### config.mk
export PLATFORM = sky130hd
export DESIGN_NAME = display_idle_dim_off_controller
export DESIGN_NICKNAME = d
export VERILOG_FILES = /design/src/rtl/dido_pkg.sv /design/src/rtl/dido_front.sv /design/src/rtl/dido_queue.sv /design/src/rtl/dido_back.sv /design/src/rtl/display_idle_dim_off_controller.sv
export VERILOG_INCLUDE_DIRS = /design/src /design/src/rtl
export SDC_FILE = /design/constraint.sdc
export NUM_CORES = 1
export LEC_CHECK = 0
export BUFFER_PORTS_ARGS = -buffer_cell sky130_fd_sc_hd__buf_2
export CAP_MARGIN = 25
export CORE_MARGIN = 5
export CORE_UTILIZATION = 25
export CTS_BUF_LIST = sky130_fd_sc_hd__clkbuf_8 sky130_fd_sc_hd__clkbuf_16
export DETAILED_ROUTE_END_ITERATION = 6
export PLACE_DENSITY_LB_ADDON = 0.1
export SETUP_SLACK_MARGIN = 0.1
export SLEW_MARGIN = 20
export SYNTH_ARGS = -nofsm -noshare
export SYNTH_HDL_FRONTEND = slang
export SYNTH_SLANG_ARGS = --single-unit
export TNS_END_PERCENT = 10
### constraint.sdc
create_clock -name i_clk -period 14.9 [get_ports i_clk]
set_clock_uncertainty 0.1 [all_clocks]
set_input_delay 1.49 -clock i_clk [delete_from_list [all_inputs] [get_ports i_clk]]
set_output_delay 1.49 -clock i_clk [all_outputs]
set_load 0.005 [all_outputs]
### src/rtl/display_idle_dim_off_controller_assert.svh
// assertion macros for the backlight sleep controller
`ifndef DISPLAY_IDLE_DIM_OFF_CONTROLLER_ASSERT_SVH
`define DISPLAY_IDLE_DIM_OFF_CONTROLLER_ASSERT_SVH
`ifndef SYNTHESIS
// same-cycle implication, off while reset is held
`define DIDO_ASSERT_IMPLY(lbl, clk, rst_n, ante, cons, msg) \
    lbl: assert property (@(posedge clk) disable iff (!rst_n) (ante) |-> (cons)) \
        else $error(msg);
// next-cycle implication, off while reset is held
`define DIDO_ASSERT_NEXT(lbl, clk, rst_n, ante, cons, msg) \
    lbl: assert property (@(posedge clk) disable iff (!rst_n) (ante) |=> (cons)) \
        else $error(msg);
`else
`define DIDO_ASSERT_IMPLY(lbl, clk, rst_n, ante, cons, msg)
`define DIDO_ASSERT_NEXT(lbl, clk, rst_n, ante, cons, msg)
`endif
`endif

### src/rtl/dido_pkg.sv
package dido_pkg;

    // event kinds
    localparam logic [1:0] FUNC_TICK      = 2'd0;
    localparam logic [1:0] FUNC_KEY       = 2'd1;
    localparam logic [1:0] FUNC_SHIELD_PR = 2'd2;
    localparam logic [1:0] FUNC_SHIELD_RL = 2'd3;

    // sleep state codes
    localparam logic [1:0] SLEEP_AWAKE = 2'd0;
    localparam logic [1:0] SLEEP_DIM   = 2'd1;
    localparam logic [1:0] SLEEP_OFF   = 2'd2;

    // notice codes
    localparam logic [1:0] NOTICE_NONE  = 2'd0;
    localparam logic [1:0] NOTICE_ENTER = 2'd1;
    localparam logic [1:0] NOTICE_LEAVE = 2'd2;

    // configuration register indexes
    localparam logic [1:0] REG_SLEEP_SECONDS  = 2'd0;
    localparam logic [1:0] REG_TICK_PERIOD_MS = 2'd1;
    localparam logic [1:0] REG_DIM_TO_OFF_MS  = 2'd2;
    localparam logic [1:0] REG_DIM_LEVEL      = 2'd3;

    localparam int CFG_IDX_W  = 2;
    localparam int CFG_DATA_W = 22;

    // derived threshold widths
    localparam int SLEEP_MS_W = 27;
    localparam int OFF_MS_W   = 28;
    localparam int WAKE_MS_W  = 15;

    localparam logic [SLEEP_MS_W-1:0] MS_PER_SECOND    = 27'd1000;
    localparam logic [6:0]            MIN_SAVED_LEVEL  = 7'd5;
    localparam logic [6:0]            RESET_BRIGHTNESS = 7'd75;
    localparam logic [13:0]           RESET_TICK_MS    = 14'd300;
    localparam logic [21:0]           RESET_DIM_OFF_MS = 22'd60000;
    localparam logic [6:0]            RESET_DIM_LEVEL  = 7'd20;

    typedef struct packed {
        logic [1:0]  func;
        logic [31:0] now_ms;
        logic [31:0] touch_idle_ms;
        logic        gated;
        logic [6:0]  current_brightness;
    } t_event;

    typedef struct packed {
        logic       brightness_write;
        logic [6:0] brightness_level;
        logic [1:0] sleep_state;
        logic [1:0] dim_notice;
        logic [1:0] off_notice;
        logic       shield_shown;
        logic       key_consumed;
    } t_result;

    // classified event between front and back
    typedef struct packed {
        logic [1:0]            func;
        logic [31:0]           now_ms;
        logic                  gated;
        logic                  touch_wake;
        logic                  touch_sleep;
        logic                  touch_off;
        logic                  sleep_en;
        logic [6:0]            save_level;
        logic [6:0]            dim_level;
        logic [WAKE_MS_W-1:0]  wake_ms;
        logic [SLEEP_MS_W-1:0] sleep_ms;
        logic [OFF_MS_W-1:0]   off_ms;
    } t_cls;

endpackage

### src/rtl/dido_front.sv
module dido_front (
    input  logic                           i_clk,
    input  logic                           i_rst_n,
    input  logic                           i_cfg_we,
    input  logic [dido_pkg::CFG_IDX_W-1:0] i_cfg_idx,
    input  logic [dido_pkg::CFG_DATA_W-1:0] i_cfg_wdata,
    input  dido_pkg::t_event               i_event,
    output dido_pkg::t_cls                 o_cls
);
    import dido_pkg::*;

    logic [SLEEP_MS_W-1:0] r_sleep_ms, n_sleep_ms;
    logic [OFF_MS_W-1:0]   r_off_ms, n_off_ms;
    logic [WAKE_MS_W-1:0]  r_wake_ms, n_wake_ms;
    logic [21:0]           r_dim_off, n_dim_off;
    logic [6:0]            r_dim_level, n_dim_level;
    logic [SLEEP_MS_W-1:0] wr_sleep_ms;

    // thresholds are kept in milliseconds, updated on each write
    assign wr_sleep_ms = SLEEP_MS_W'(i_cfg_wdata[16:0]) * MS_PER_SECOND;

    always_comb begin
        n_sleep_ms  = r_sleep_ms;
        n_off_ms    = r_off_ms;
        n_wake_ms   = r_wake_ms;
        n_dim_off   = r_dim_off;
        n_dim_level = r_dim_level;
        if (i_cfg_we) begin
            case (i_cfg_idx)
                REG_SLEEP_SECONDS: begin
                    n_sleep_ms = wr_sleep_ms;
                    n_off_ms   = OFF_MS_W'(wr_sleep_ms) + OFF_MS_W'(r_dim_off);
                end
                REG_TICK_PERIOD_MS: begin
                    n_wake_ms = {i_cfg_wdata[13:0], 1'b0};
                end
                REG_DIM_TO_OFF_MS: begin
                    n_dim_off = i_cfg_wdata[21:0];
                    n_off_ms  = OFF_MS_W'(r_sleep_ms) + OFF_MS_W'(i_cfg_wdata[21:0]);
                end
                REG_DIM_LEVEL: begin
                    n_dim_level = i_cfg_wdata[6:0];
                end
                default: begin
                    n_dim_level = r_dim_level;
                end
            endcase
        end
    end

    always_ff @(posedge i_clk) begin
        if (!i_rst_n) begin
            r_sleep_ms  <= '0;
            r_off_ms    <= OFF_MS_W'(RESET_DIM_OFF_MS);
            r_wake_ms   <= {RESET_TICK_MS, 1'b0};
            r_dim_off   <= RESET_DIM_OFF_MS;
            r_dim_level <= RESET_DIM_LEVEL;
        end else begin
            r_sleep_ms  <= n_sleep_ms;
            r_off_ms    <= n_off_ms;
            r_wake_ms   <= n_wake_ms;
            r_dim_off   <= n_dim_off;
            r_dim_level <= n_dim_level;
        end
    end

    // classify the event against the touch-idle time
    always_comb begin
        o_cls.func        = i_event.func;
        o_cls.now_ms      = i_event.now_ms;
        o_cls.gated       = i_event.gated;
        o_cls.touch_wake  = i_event.touch_idle_ms < 32'(r_wake_ms);
        o_cls.touch_sleep = i_event.touch_idle_ms >= 32'(r_sleep_ms);
        o_cls.touch_off   = i_event.touch_idle_ms >= 32'(r_off_ms);
        o_cls.sleep_en    = r_sleep_ms != '0;
        o_cls.save_level  = (i_event.current_brightness < MIN_SAVED_LEVEL) ?
                            MIN_SAVED_LEVEL : i_event.current_brightness;
        o_cls.dim_level   = r_dim_level;
        o_cls.wake_ms     = r_wake_ms;
        o_cls.sleep_ms    = r_sleep_ms;
        o_cls.off_ms      = r_off_ms;
    end

endmodule

### src/rtl/dido_queue.sv
module dido_queue (
    input  logic           i_clk,
    input  logic           i_rst_n,
    input  logic           i_push,
    input  dido_pkg::t_cls i_data,
    output logic           o_full,
    input  logic           i_pop,
    output logic           o_empty,
    output dido_pkg::t_cls o_data
);
    import dido_pkg::*;

    t_cls       r_mem [2];
    logic       r_wr_ptr, r_rd_ptr;
    logic [1:0] r_count;
    logic       do_push, do_pop;

    assign o_full  = r_count == 2'd2;
    assign o_empty = r_count == 2'd0;
    assign do_push = i_push && !o_full;
    assign do_pop  = i_pop && !o_empty;
    assign o_data  = r_mem[r_rd_ptr];

    // storage
    always_ff @(posedge i_clk) begin
        if (do_push) begin
            r_mem[r_wr_ptr] <= i_data;
        end
    end

    // pointers and fill count
    always_ff @(posedge i_clk) begin
        if (!i_rst_n) begin
            r_wr_ptr <= 1'b0;
            r_rd_ptr <= 1'b0;
            r_count  <= 2'd0;
        end else begin
            if (do_push) begin
                r_wr_ptr <= ~r_wr_ptr;
            end
            if (do_pop) begin
                r_rd_ptr <= ~r_rd_ptr;
            end
            if (do_push && !do_pop) begin
                r_count <= r_count + 2'd1;
            end else if (do_pop && !do_push) begin
                r_count <= r_count - 2'd1;
            end
        end
    end

endmodule

### src/rtl/dido_back.sv
module dido_back (
    input  logic              i_clk,
    input  logic              i_rst_n,
    input  logic              i_q_empty,
    input  dido_pkg::t_cls    i_q_data,
    output logic              o_q_pop,
    output logic              o_empty,
    input  logic              i_pop,
    output dido_pkg::t_result o_result
);
    import dido_pkg::*;

    typedef enum logic [1:0] {
        M_AWAKE = SLEEP_AWAKE,
        M_DIM   = SLEEP_DIM,
        M_OFF   = SLEEP_OFF
    } t_mode;

    t_mode       r_mode, n_mode;
    logic [31:0] r_last_key, n_last_key;
    logic [31:0] r_anchor, n_anchor;
    logic [6:0]  r_saved, n_saved;
    logic        r_shield, n_shield;
    logic        r_out_valid;
    t_result     r_out, n_out;

    logic        fire;
    logic [31:0] d_key, d_anchor;
    logic        idle_wake, idle_sleep, idle_off;

    // take the next request when the result register is free or drains
    assign fire    = !i_q_empty && (!r_out_valid || i_pop);
    assign o_q_pop = fire;
    assign o_empty = !r_out_valid;
    assign o_result = r_out;

    // idle is the least of three: compare each against the thresholds
    assign d_key     = i_q_data.now_ms - r_last_key;
    assign d_anchor  = i_q_data.now_ms - r_anchor;
    assign idle_wake = i_q_data.touch_wake ||
                       d_key < 32'(i_q_data.wake_ms) ||
                       d_anchor < 32'(i_q_data.wake_ms);
    assign idle_sleep = i_q_data.touch_sleep &&
                        d_key >= 32'(i_q_data.sleep_ms) &&
                        d_anchor >= 32'(i_q_data.sleep_ms);
    assign idle_off  = i_q_data.touch_off &&
                       d_key >= 32'(i_q_data.off_ms) &&
                       d_anchor >= 32'(i_q_data.off_ms);

    // state update and result for one event
    always_comb begin
        logic wake, hold_shield;
        n_mode      = r_mode;
        n_last_key  = r_last_key;
        n_anchor    = r_anchor;
        n_saved     = r_saved;
        n_shield    = r_shield;
        n_out       = '0;
        wake        = 1'b0;
        hold_shield = 1'b0;

        case (i_q_data.func)
            FUNC_TICK: begin
                if (i_q_data.gated) begin
                    n_anchor = i_q_data.now_ms;
                    wake     = 1'b1;
                end else if (r_mode != M_AWAKE) begin
                    if (idle_wake) begin
                        wake = 1'b1;
                    end else if (r_mode == M_DIM && i_q_data.sleep_en && idle_off) begin
                        n_out.brightness_write = 1'b1;
                        n_out.brightness_level = '0;
                        n_mode                 = M_OFF;
                        n_shield               = 1'b1;
                        n_out.off_notice       = NOTICE_ENTER;
                    end
                end else if (i_q_data.sleep_en && idle_sleep) begin
                    n_saved                = i_q_data.save_level;
                    n_out.brightness_write = 1'b1;
                    n_out.brightness_level = i_q_data.dim_level;
                    n_mode                 = M_DIM;
                    n_out.dim_notice       = NOTICE_ENTER;
                end
            end
            FUNC_KEY: begin
                n_last_key = i_q_data.now_ms;
                wake       = 1'b1;
                n_out.key_consumed = r_mode == M_OFF;
            end
            FUNC_SHIELD_PR: begin
                wake        = 1'b1;
                hold_shield = 1'b1;
            end
            default: begin
                n_shield = 1'b0;
            end
        endcase

        // wake from dim or off
        if (wake && r_mode != M_AWAKE) begin
            n_mode                 = M_AWAKE;
            n_anchor               = i_q_data.now_ms;
            n_out.brightness_write = 1'b1;
            n_out.brightness_level = r_saved;
            if (!hold_shield) begin
                n_shield = 1'b0;
            end
            if (r_mode == M_OFF) begin
                n_out.off_notice = NOTICE_LEAVE;
            end
            n_out.dim_notice = NOTICE_LEAVE;
        end

        n_out.sleep_state  = n_mode;
        n_out.shield_shown = n_shield;
    end

    always_ff @(posedge i_clk) begin
        if (!i_rst_n) begin
            r_mode      <= M_AWAKE;
            r_last_key  <= '0;
            r_anchor    <= '0;
            r_saved     <= RESET_BRIGHTNESS;
            r_shield    <= 1'b0;
            r_out_valid <= 1'b0;
        end else begin
            if (fire) begin
                r_mode      <= n_mode;
                r_last_key  <= n_last_key;
                r_anchor    <= n_anchor;
                r_saved     <= n_saved;
                r_shield    <= n_shield;
                r_out_valid <= 1'b1;
                r_out       <= n_out;
            end else if (i_pop) begin
                r_out_valid <= 1'b0;
            end
        end
    end

endmodule

### src/rtl/display_idle_dim_off_controller.sv
// channel   | handshake             | payload
// ----------+-----------------------+-------------------------------------
// event in  | i_push / o_full       | i_event  (dido_pkg::t_event)
// result    | o_empty / i_pop       | o_result (dido_pkg::t_result)
// config    | i_cfg_we              | i_cfg_idx, i_cfg_wdata
//
// one event per cycle sustained while results are popped; an accepted event is
// registered in the queue, then in the result register (front classification into
// a two-entry queue, then the back stage that owns the sleep state and the result
// register). the state update in the back stage sets the rate.
// reset is synchronous, active low; clears state, queue and the result flag.
// a stalled result holds the back stage; the queue absorbs two more events.
module display_idle_dim_off_controller (
    input  logic                            i_clk,
    input  logic                            i_rst_n,
    input  logic                            i_cfg_we,
    input  logic [dido_pkg::CFG_IDX_W-1:0]  i_cfg_idx,
    input  logic [dido_pkg::CFG_DATA_W-1:0] i_cfg_wdata,
    input  logic                            i_push,
    output logic                            o_full,
    input  dido_pkg::t_event                i_event,
    output logic                            o_empty,
    input  logic                            i_pop,
    output dido_pkg::t_result               o_result
);
    import dido_pkg::*;

    `include "display_idle_dim_off_controller_assert.svh"

    t_cls cls_in, cls_out;
    logic q_empty, q_pop;

    // classify incoming events and hold the thresholds
    dido_front u_front (
        .i_clk       (i_clk),
        .i_rst_n     (i_rst_n),
        .i_cfg_we    (i_cfg_we),
        .i_cfg_idx   (i_cfg_idx),
        .i_cfg_wdata (i_cfg_wdata),
        .i_event     (i_event),
        .o_cls       (cls_in)
    );

    // decoupling queue
    dido_queue u_queue (
        .i_clk   (i_clk),
        .i_rst_n (i_rst_n),
        .i_push  (i_push),
        .i_data  (cls_in),
        .o_full  (o_full),
        .i_pop   (q_pop),
        .o_empty (q_empty),
        .o_data  (cls_out)
    );

    // sleep state machine and result register
    dido_back u_back (
        .i_clk     (i_clk),
        .i_rst_n   (i_rst_n),
        .i_q_empty (q_empty),
        .i_q_data  (cls_out),
        .o_q_pop   (q_pop),
        .o_empty   (o_empty),
        .i_pop     (i_pop),
        .o_result  (o_result)
    );

    // a consumed key always reports a wake from off
    `DIDO_ASSERT_IMPLY(a_key_wake, i_clk, i_rst_n, !o_empty && o_result.key_consumed, o_result.off_notice == NOTICE_LEAVE && o_result.sleep_state == SLEEP_AWAKE, "consumed key without wake")
    // entering off blanks the backlight and shows the shield
    `DIDO_ASSERT_IMPLY(a_off_entry, i_clk, i_rst_n, !o_empty && o_result.off_notice == NOTICE_ENTER, o_result.sleep_state == SLEEP_OFF && o_result.shield_shown && o_result.brightness_write && o_result.brightness_level == 7'd0, "bad off entry")
    // entering dim writes a level
    `DIDO_ASSERT_IMPLY(a_dim_entry, i_clk, i_rst_n, !o_empty && o_result.dim_notice == NOTICE_ENTER, o_result.sleep_state == SLEEP_DIM && o_result.brightness_write, "bad dim entry")
    // a full queue means the back stage already holds a result
    `DIDO_ASSERT_NEXT(a_full_backs_up, i_clk, i_rst_n, o_full, !o_empty, "queue full with idle back stage")

endmodule
**Yosys cells after proc, flatten, opt, wreduce, memory -nomap -nowiden**

Memories as Yosys holds them, arrays and structs flattened. A register that Yosys moved wholly into a read port is not among the register bits.
Cells that the tools add are included.

- Div/mod/pow operators: 0
- Equal/unequal tests: 8
- Bitwise operators: 5
- Mux-type cells: 48
- Magnitude comparators: 10
- Reductions and logical operators: 42
- Multiply operators: 1
- Add/subtract/negate cells: 6
- Shifts and indexed selects: 0

Operator list:

| operator | count |
|---|---|
| 32-bit by 27-bit >= comparator with 1-bit output | 3 |
| 32-bit by 28-bit >= comparator with 1-bit output | 3 |
| 32-bit by 15-bit less-than comparator with 1-bit output | 3 |
| 32-bit two-way mux | 3 |
| 32-bit subtractor | 2 |
| 27-bit by 22-bit adder with 28-bit output | 2 |
| 28-bit one-hot mux with 2 select lines | 1 |
| 8-bit two-way mux | 6 |
| 2-bit two-way mux | 14 |
| 27-bit nonzero test | 1 |
| 17-bit by 7-bit multiplier with 24-bit output, second input constant | 1 |
| 1-bit two-way mux | 18 |
| 7-bit two-way mux | 2 |
| 2-bit AND reduction | 7 |
| 1-bit logical AND | 13 |
| 2-bit nonzero test | 6 |
| 2-bit equality test, second input constant | 5 |
| 4-bit two-way mux | 2 |
| 7-bit by 3-bit less-than comparator with 1-bit output, second input constant | 1 |
| 2-bit by 1-bit equality test with 1-bit output, second input constant | 3 |
| 2-bit zero test | 3 |
| 1-bit zero test | 5 |
| 1-bit inverter | 5 |
| 5-bit AND reduction | 1 |
| 7 further kinds | 10 |

- Latch bits: 0
- Bits in registers: 190
- Logic and storage cells: 143
- Output and inout bits: 18
- ROM bits: 0
- Memories kept: 1
- RAM bits: 238

Memories:

| memory | words | bits a word | read ports | clocked after Yosys merged registers in | wr ports | line | RTL |
|---|---|---|---|---|---|---|---|
| u_queue.r_mem | 2 | 119 | 1 | 1 | 1 | dido_queue.sv:13 | `t_cls r_mem [2];` |

**Logic depth before layout (Yosys ltp)**

Gate-level depths: netlist of the first run.

- Depth in word-level cells: 12
- Mapped depth: 29

**Hierarchy**

A second synthesis of the first run with hierarchy kept.

- Cell total of the unflattened synthesis: 3125
- Area, all modules: 31078.6 µm²

By module, submodules not included:

| module | cells an instance | seq. area each (µm²) | area each (µm²) | times used |
|---|---|---|---|---|
| dido_back | 1443 | 1981.9 | 11085.6 | 1 |
| dido_front | 1274 | 1901.8 | 10593.9 | 1 |
| dido_queue | 408 | 7487.2 | 9399.0 | 1 |

**Least setup slack after synthesis of the first run**

No wires, ideal clock.

- Path type: input to register
- From: input port i_push
- To: memory u_queue.r_mem[0][0] in the netlist's numbering, enable pin
- Path buffers: 0
- Stages on the path: 2
- Data required time: 14202 ps
- Arrival: 6524 ps
- Setup slack: 7678 ps
- Cell sequence: nand2_1 nor2_1

- Longest elaborated chain between the ends: 3

RTL lines:

| item | line | RTL |
|---|---|---|
| start: declaration | display_idle_dim_off_controller.sv:19 | `input logic i_push,` |
| 1-bit logical AND | dido_queue.sv:20 | `assign do_push = i_push && !o_full;` |
| 1-bit two-way mux | dido_queue.sv:26 | `if (do_push) begin` |
| 1-bit two-way mux (not written as such) | dido_queue.sv:27 | `r_mem[r_wr_ptr] <= i_data;` |
| end: declaration | dido_queue.sv:13 |  |

No other way between the ends.

==> out/qor.yml, run 1 <==
routing:
  wl_per_cell_um: 19.4
  drt-initial-drc-count: 1066
  routed_wl_um: 86600
  ant_nets: 0
  drt-vias-per-instance: 4.80
  vias: 21400
  post-route-drc-count: 0
  drtPass1Iterations: 5
clock_network:
  clk_pin_slew_worst_paths_ns: 0.06
  cts_buffers: 53
  clkLatencyLatePin_ns: 0.63
  cts_sinks: 429
  cts_root_buf: "clkbuf_16"
  ctsHtreeMaxLevel: 2
  postCtsSetupBuffers: 0
  tritoncts: "built"
  clk_path_buf_depth: 3
  cts-resized-gates: 0
  holdBufCountCts: 0
power:
  p_leak_uw: 0.0126
  p_sw_uw: 3320
  peakVddDrop_v: 0.0000819
  p_total_uw: 7300
  internal-power_uw: 3990
  pwr-share-clk_pct: 17.4
  seq_power_share_pct: 22.0
  p_per_area_nw_per_um2: 225
  combinationalPowerShare_pct: 60.6
  switching_share_pct: 45.4
sta:
  drv_slew: 0
  finalSetupViolations: 0
  worst_pin_slew_ns: 1.05
  clock.fmax_mhz: 139
  setup_tns_ns: 0
  hold_viol: 0
  rsz0062_at_grt: "false"
  min_period_ns: 7.19
  min_period_over_period_pct: 48.3
  maxSlewHeadroom_pct: 28.4
synthesis:
  synth_top_family_by_area: "adder cells"
  synthDistinctLibCells: 80
  synth.avg_cell_area_um2: 10.1
  ys_warn_count: 0
  synth-compound-area-share_pct: 16.8
  synth_adder_area_share_pct: 20.0
  ys_ff_latch: 429
  synthesis.nets: 3335
  synth_edf_count: 254
  synth_cells: 2816
  synth_xor_area_share_pct: 3.18
  synthMuxAreaShare_pct: 4.57
  yosys.area_share.simple_pct: 12.1
  ys.flop_type: "edfxtp_1"
  synth.cell_area_um2: 28400
  ys_seq_area_share_pct: 39.2
  ys_async_sr_fraction_pct: 0
worst_setup_path:
  path_class: "register to register"
  crit_arrival_ns: 7.54
  r2r_slack_ns: 7.71
  worstPathMaxFanout: 31
  worst_ep_required_time_ns: 15.25
  crit_path_end_kind: "register"
  start_kind: "register"
layout:
  drive_above_1_share_pct: 9.97
  final_cell_mix: "ha_1, edfxtp_1, nand2_1"
  final_common_cell: "ha_1"
  area_delta_synth_final_pct: 14.3
  fin_nets: 3434
  antenna_cells: 0
placement:
  gp_congestion: 0.844
  port_buffers: 120
  dp_hpwl_um: 67600
floorplanning:
  dieWidth_um: 347
  start_util_pct: 25.2
  io_pins: 121
  rows: 123
  fp.dieH_um: 347
  core_um2: 113000
  die_area_um2: 120000
global_route:
  grt_remaining_overflow: 0
  grt_usage_pct: 14.0
  grt_pass1_wl_um: 132000
  grt_pass1_vias: 22000
  grt_max_degree: 75
  grt_antenna_before_repair: 2
flow_run:
  drv_cap: 0
worst_hold_path:
  min_from: "u_front.r_dim_off[0]$_SDFFE_PN0P_"
  min_path_type: "register to register"
outcome:
  status: "finished clean"
[Yosys cell counts, drive strengths merged, types with 8 or more instances]
master,number,area [um^2]
a211oi,66,500
xnor2,68,596
nor2b,31,194
or2,10,62.6
nor3b,8,60.1
nor3,98,495
a31oi,20,125
o21a,27,203
a41oi,9,78.8
a21oi,225,1130
a2111oi,9,78.8
mux2i,89,891
a21o,92,691
xor2,35,307
and2,20,125
a211o,14,124
nand2,228,856
a221oi,8,70.1
nor2,142,533
ha,354,4430
nor4,11,68.8
clkbuf,86,323
and3,19,119
edfxtp,254,7630
nand4,29,181
o211ai,39,293
mux2,36,405
o31ai,12,95.1
fa,62,1240
dfxtp,175,3500
a21boi,8,60.1
inv,206,773
o21bai,9,67.6
or3,20,125
nand2b,27,169
nand3,41,205
buf,13,73.8
o21ai,117,586
[worst max-delay path: stages (launching register included)]
cell and delay [ns]:
dfxtp_4 0.66, mux2i_1 0.45, ha_1 0.24, inv_1 0.06, fa_1 0.43, a211oi_1 0.37, o211ai_1 0.24, o21ai_0 0.18
o21bai_1 0.13, a21oi_1 0.25, o21bai_1 0.10, a21oi_1 0.23, xnor2_1 0.29, ha_1 0.37, a21oi_1 0.16, o21ai_0 0.10
nand2_1 0.07, o31ai_1 0.08, o21ai_0 0.39, nand4_1 0.21, nor3_1 0.43, a211o_2 0.29, a221oi_4 0.08, buf_4 0.28
nor2_1 0.58, a211oi_1 0.16
[cells by family after synthesis]
family,after synthesis
xor gates and xnor gates,103
and+or+nand+nor,709
AOI/OAI and AO/OA,727
adders and majority gates,417
buffers and inverters,306
DFF,429
muxes,125
[through the flow]
| stage | area (um^2) | cells | hold slack (ns) | setup slack [ns] | util, % |
|---|---|---|---|---|---|
| final | 32400 | 4459 | 0.357 | 7.71 | 28.8 |
| after global routing | 32400 | 4459 | 0.376 | 7.14 | 28.8 |
| after CTS | 32400 | 4459 | 0.361 | 7.57 | 28.8 |
| after detailed placement | 30700 | 4360 | 0.349 | 7.15 | 27.3 |
| after global placement | 30600 | 4357 | 0.344 | 7.20 | 27.2 |
| after floorplan | 28400 | 2816 | 0.325 | 7.68 | - |
[final cells by class]
class / instances / area (um^2)
sequential: 429 / 11100
clock buffer: 57 / 1390
multi-input combinational: 2081 / 16100
clock inverter: 42 / 315
inverter: 207 / 779
tap: 1500 / 1880
timing repair buffer: 143 / 813
fill: 11800 / 80200
[power by group through the flow]
stage | Clock [uW] | Combinational (uW) | Sequential [uW]
CTS | 1320 | 4470 | 1610
floorplan | 0 | 3220 | 1600
detailed placement | 0 | 4450 | 1640
global route | 1370 | 4990 | 1630
finish | 1270 | 4420 | 1610
global placement | 0 | 4380 | 1630
[sequential cells by signal, indices dropped and copies added (netlist names), named ones only]
name	count
u_queue.r_rd_ptr	1
u_back.r_shield	1
u_queue.r_count	2
u_back.r_saved	7
u_front.r_dim_off	22
u_front.r_sleep_ms	24
u_back.r_mode	2
u_queue.r_mem	238
u_front.r_wake_ms	14
u_front.r_dim_level	7
u_back.r_last_key	32
u_queue.r_wr_ptr	1
u_back.o_result	16
u_back.r_anchor	32
u_front.r_off_ms	28
u_back.r_out_valid	1
[worst paths after layout]
path	end	cells past startpoint
hold reg to reg	u_front.r_dim_off[0]$_SDFFE_PN0P_	2
setup / recovery	u_back.r_anchor[0]$_SDFFE_PN0P_	25
hold / removal	u_front.r_dim_off[0]$_SDFFE_PN0P_	2
setup reg to reg	u_back.r_anchor[0]$_SDFFE_PN0P_	25
[metal layers]
| metal | wire [um] | GRT usage (%) | vias up |
|---|---|---|---|
| met5 | 0 | 0 | - |
| met2 | 40000 | 23.3 | 345 |
| met3 | 2540 | 1.75 | 119 |
| met1 | 41500 | 19.1 | 10400 |
| li1 | - | - | 10600 |
| met4 | 2600 | 4.15 | 0 |
Note: power is estimated with default switching activity, not from simulation.
==> inputs of run 2 (changes only) <==
- clock period: 14.9 -> 6.2 ns (I/O delays scaled with it)
==> out/qor.yml, run 2 (same netlist as run 1, synthesis figures left out) <==
global_route:
  grt_usage_pct: 14.1
  grt_antenna_before_repair: 1
  grt_pass1_vias: 22600
  grt_pass1_wl_um: 134000
  use_met2_pct: 23.5
  grt_remaining_overflow: 0
  grt_max_degree: 120
  gr-usage-met1_pct: 18.9
  grtUsageMet3_pct: 2.05
  busiest_layer: "met2"
layout:
  antenna_cells: 0
  final_cell_mix: "ha_1, edfxtp_1, nand2_1"
  largest_register_ffs: 238
  area_delta_synth_final_pct: 18.6
  regMostFlops: "u_queue.r_mem"
  layout.cells.non_filler: 4602
  drive_above_1_share_pct: 14.7
  fin_nets: 3576
  final_common_cell: "ha_1"
  utilization_pct: 29.9
  largestRegisters: "u_queue.r_mem (238), u_back.r_anchor (32), u_back.r_last_key (32)"
worst_setup_path:
  cp_slowest_cell: "a311o_1"
  path_class: "register to register"
  path_cells: "buf_4 > mux2_2 > ha_1 > buf_4 > o211a_1 > o31ai_1 > a21o_1 > o21ai_0 > a311o_1 > and2_1 > ha_1 > o21a_1 > o21ai_0 > a2111oi_1 > buf_4 > nor3_1 > maj3_1 > o211ai_1 > nand3_1 > a31o_4 > or3_1 > a21oi_1"
  worst_ep_required_time_ns: 6.66
  cp_top_family: "compound AO/OA/AOI/OAI gates"
  worstPathMaxFanout: 16
  crit_top_cell: "buf_4"
  crit_arrival_ns: 6.31
  path_buf_inv: 3
  start_kind: "register"
  crit_path_end_kind: "register"
  critical-path-max-stage-delay_ns: 0.50
clock_network:
  ctsHtreeMaxLevel: 2
  clk_path_buf_depth: 3
  cts_buffers: 54
  clkLatencyLatePin_ns: 0.64
  tritoncts: "built"
  clk_pin_slew_worst_paths_ns: 0.06
  cts_root_buf: "clkbuf_16"
  cts_sinks: 429
sta:
  rsz0062_at_grt: "true"
  min_period_over_period_pct: 94.4
  layout_setup_ws_ns: 0.347
  hold_viol: 0
  worst_pin_slew_ns: 1.02
  min_period_ns: 5.85
  drv_slew: 0
  whs_ns: 0.0703
  finalSetupViolations: 0
  clock.fmax_mhz: 171
  maxSlewHeadroom_pct: 31.9
routing:
  routed_wl_um: 87000
  vias: 21900
  wl_per_cell_um: 18.9
  ant_nets: 0
  post-route-drc-count: 0
  drt-vias-per-instance: 4.75
  drtPass1Iterations: 5
  drt-initial-drc-count: 924
flow_run:
  drv_cap: 0
placement:
  dp_hpwl_um: 68200
  dp.cells: 4497
  place_ws_ns: -0.516
  port_buffers: 120
  gp_congestion: 0.813
floorplanning:
  start_util_pct: 25.2
  dieWidth_um: 347
  fp.dieH_um: 347
  rows: 123
  io_pins: 121
  die_area_um2: 120000
  core_um2: 113000
worst_hold_path:
  min_path_type: "input port to register"
  min_from: "i_event[54]"
power:
  p_per_area_nw_per_um2: 566
  peakVddDrop_v: 0.000223
  p_leak_uw: 0.0133
outcome:
  status: "finished clean"
run 2: final timing paths:
check	cells past startpoint	slack [ns]	endpoint
max reg2reg	22	0.35	u_back.r_saved[4]$_SDFFE_PN0P_
min	1	0.07	u_queue.r_mem[1][99]$_DFFE_PP_
max	22	0.35	u_back.r_saved[4]$_SDFFE_PN0P_
min reg2reg	2	0.36	u_front.r_dim_off[0]$_SDFFE_PN0P_
run 2: worst register-to-register path: stages, from the launching register on:
cell	delay [ns]
dfxtp_4	0.38
buf_4	0.17
mux2_2	0.41
ha_1	0.34
buf_4	0.16
o211a_1	0.20
o31ai_1	0.12
a21o_1	0.24
o21ai_0	0.26
a311o_1	0.50
and2_1	0.22
ha_1	0.29
o21a_1	0.11
o21ai_0	0.11
a2111oi_1	0.29
buf_4	0.18
nor3_1	0.05
maj3_1	0.37
o211ai_1	0.28
nand3_1	0.16
a31o_4	0.32
or3_1	0.39
a21oi_1	0.14
run 2: layout make-up:
type	count	area, um^2
clock buffer	60	1460
fill	11700	79000
multi-input combinational	2081	16200
inverter	207	779
sequential	429	11100
clock inverter	41	265
timing repair buffer	284	1900
tap	1500	1880
run 2: stage by stage:
step | setup TNS [ns] | total power (uW) | cell area, um^2
3_5_place_dp | -3.93 | 16000 | 31800
4_1_cts | 0 | 19200 | 33500
6_report | 0 | 19000 | 33600
3_3_place_gp | -3.35 | 15800 | 31700
2_1_floorplan | -0.836 | 11600 | 28400
5_1_grt | 0 | 20800 | 33600
run 2: per-layer routing:
metal	up-vias	routed length, um
met5	-	0
met4	0	2930
met3	123	2830
met2	343	40000
met1	10500	41200
li1	10900	-
run 2: power breakdown:
group          switching (uW)  internal (uW)  total (uW)
combinational            6720           5420       12100
clock                    1280           1760        3040
sequential                245           3600        3840
total                    8240          10800       19000
run 2: repair_timing:
item / 4_1_cts / 5_1_grt
buffers inserted: 0 / 4
endpoints found under the hold margin: 0 / 0
hold buffers: 0 / 0
gates resized for setup: 3 / 30
pin swaps: 0 / 7
endpoints found under the setup margin: 11 / 63
==> inputs of run 3 (changes only) <==
- clock period: 6.2 -> 7.1 ns (I/O delays scaled with it)
==> out/qor.yml, run 3 (same netlist as run 1, synthesis figures left out) <==
outcome:
  status: "finished clean"
worst_setup_path:
  rr_endpoint: "u_back.o_result[6]$_DFFE_PP_"
  crit_path_end_kind: "register"
  reg2reg_depth: 20
  path_cells: "buf_4 > mux2_2 > ha_1 > nand2_1 > a211oi_1 > a211oi_2 > o21ai_0 > xor2_1 > ha_1 > nand3_1 > nor3_1 > o221ai_1 > o211ai_1 > or4_1 > or4b_1 > nor4b_2 > a211o_2 > a21bo_2 > nor2_1 > a21o_1"
  crit_top_cell: "ha_1"
  worst_ep_required_time_ns: 7.37
  cp.depth: 20
  path_buf_inv: 1
  worstPathMaxFanout: 34
  crit_arrival_ns: 6.68
  critical-path-max-stage-delay_ns: 0.53
  r2r_slack_ns: 0.68
  start_kind: "register"
  cp_top_family: "compound AO/OA/AOI/OAI gates"
  setup.worst_path.end: "u_back.o_result[6]$_DFFE_PP_"
  path_class: "register to register"
  cp_slowest_cell: "or4b_1"
global_route:
  grt_usage_pct: 14.0
  grt_pass1_wl_um: 132000
  grt_antenna_before_repair: 0
  grt_remaining_overflow: 0
  grt_max_degree: 76
  grt_pass1_vias: 22000
layout:
  fin_nets: 3444
  final_cell_mix: "ha_1, edfxtp_1, nand2_1"
  drive_above_1_share_pct: 10.3
  area_delta_synth_final_pct: 14.7
  multi_input_area_um2: 16100
  fin_area_um2: 32500
  largest_register_ffs: 238
  antenna_cells: 0
  layout.cells.non_filler: 4468
  regMostFlops: "u_queue.r_mem"
  fillers: 11700
  final_common_cell: "ha_1"
  largestRegisters: "u_queue.r_mem (238), u_back.r_anchor (32), u_back.r_last_key (32)"
  ff_latch_area_um2: 11100
floorplanning:
  dieWidth_um: 347
  die_area_um2: 120000
  core_um2: 113000
  rows: 123
  io_pins: 121
  start_util_pct: 25.2
  fp.dieH_um: 347
routing:
  drt-vias-per-instance: 4.79
  drtPass1Iterations: 5
  drt-initial-drc-count: 1001
  wl_per_cell_um: 19.3
  ant_nets: 0
  routed_wl_um: 86300
  post-route-drc-count: 0
  vias: 21400
clock_network:
  cts_buffers: 51
  cts_sinks: 429
  cts_root_buf: "clkbuf_16"
  clkLatencyLatePin_ns: 0.64
  tritoncts: "built"
  ctsHtreeMaxLevel: 2
  clk_path_buf_depth: 3
  clk_pin_slew_worst_paths_ns: 0.06
  postCtsSetupBuffers: 0
sta:
  layout_setup_ws_ns: 0.681
  rsz0062_at_grt: "false"
  min_period_over_period_pct: 90.4
  setup_tns_ns: 0
  drv_slew: 0
  whs_ns: 0.174
  maxSlewHeadroom_pct: 33.5
  hold_viol: 0
  clock.fmax_mhz: 156
  min_period_ns: 6.42
  worst_pin_slew_ns: 0.993
  finalSetupViolations: 0
placement:
  place_area_um2: 30800
  port_buffers: 120
  gp_congestion: 0.859
  dp.cells: 4370
  place_ws_ns: 0.141
  dp_hpwl_um: 67600
power:
  peakVddDrop_v: 0.000185
  switching_share_pct: 45.2
  pwr-share-clk_pct: 17.4
  seq_power_share_pct: 21.8
  p_leak_uw: 0.0126
  p_per_area_nw_per_um2: 474
  internal-power_uw: 8460
  p_sw_uw: 6970
  combinationalPowerShare_pct: 60.8
worst_hold_path:
  min_from: "i_event[54]"
  min_path_type: "input port to register"
flow_run:
  drv_cap: 0
[run 3: power by group through the flow]
stage                     logic [uW]  clock network [uW]  registers [uW]
after CTS                       9490                2810            3370
final                           9390                2690            3360
after global placement          9280                   0            3410
after detailed placement        9420                   0            3420
after global routing           10600                2900            3410
after floorplan                 6760                   0            3350
[run 3: metal layers]
metal / wire [um] / vias up / track usage [%]
met5: 0 / - / 0
met4: 1700 / 0 / 3.14
met3: 2360 / 81 / 1.80
met2: 40900 / 268 / 23.8
met1: 41300 / 10500 / 19.0
li1: - / 10600 / -
[run 3: layout make-up]
type / instances / area share, %
multi-input combinational: 2081 / 49.5
sequential: 429 / 34.2
tap: 1500 / 5.77
clock buffer: 53 / 4.01
timing repair buffer: 155 / 2.75
inverter: 207 / 2.40
clock inverter: 43 / 1.32
[run 3: timing repair]
action,4_1_cts,5_1_grt
hold buffers,0,0
setup endpoints to repair,0,4
gates resized for setup,0,1
[run 3: worst min-delay path by stage]
stage,end,slack [ns],cells after the start
after floorplan,u_queue.r_mem[0][66]$_DFFE_PP_,0.33,0
after global placement,u_front.r_dim_off[2]$_SDFFE_PN0P_,0.35,2
after detailed placement,u_front.r_dim_off[2]$_SDFFE_PN0P_,0.35,2
after CTS,u_queue.r_mem[0][98]$_DFFE_PP_,0.11,1
after global routing,u_queue.r_mem[0][98]$_DFFE_PP_,0.13,1
final,u_queue.r_mem[1][99]$_DFFE_PP_,0.17,1
[run 3: through the flow]
step | utilization (%) | total power, uW
final | 28.9 | 15400
after global routing | 28.9 | 16900
after CTS | 28.8 | 15700
after detailed placement | 27.3 | 12800
after global placement | 27.3 | 12700
after floorplan | - | 10100
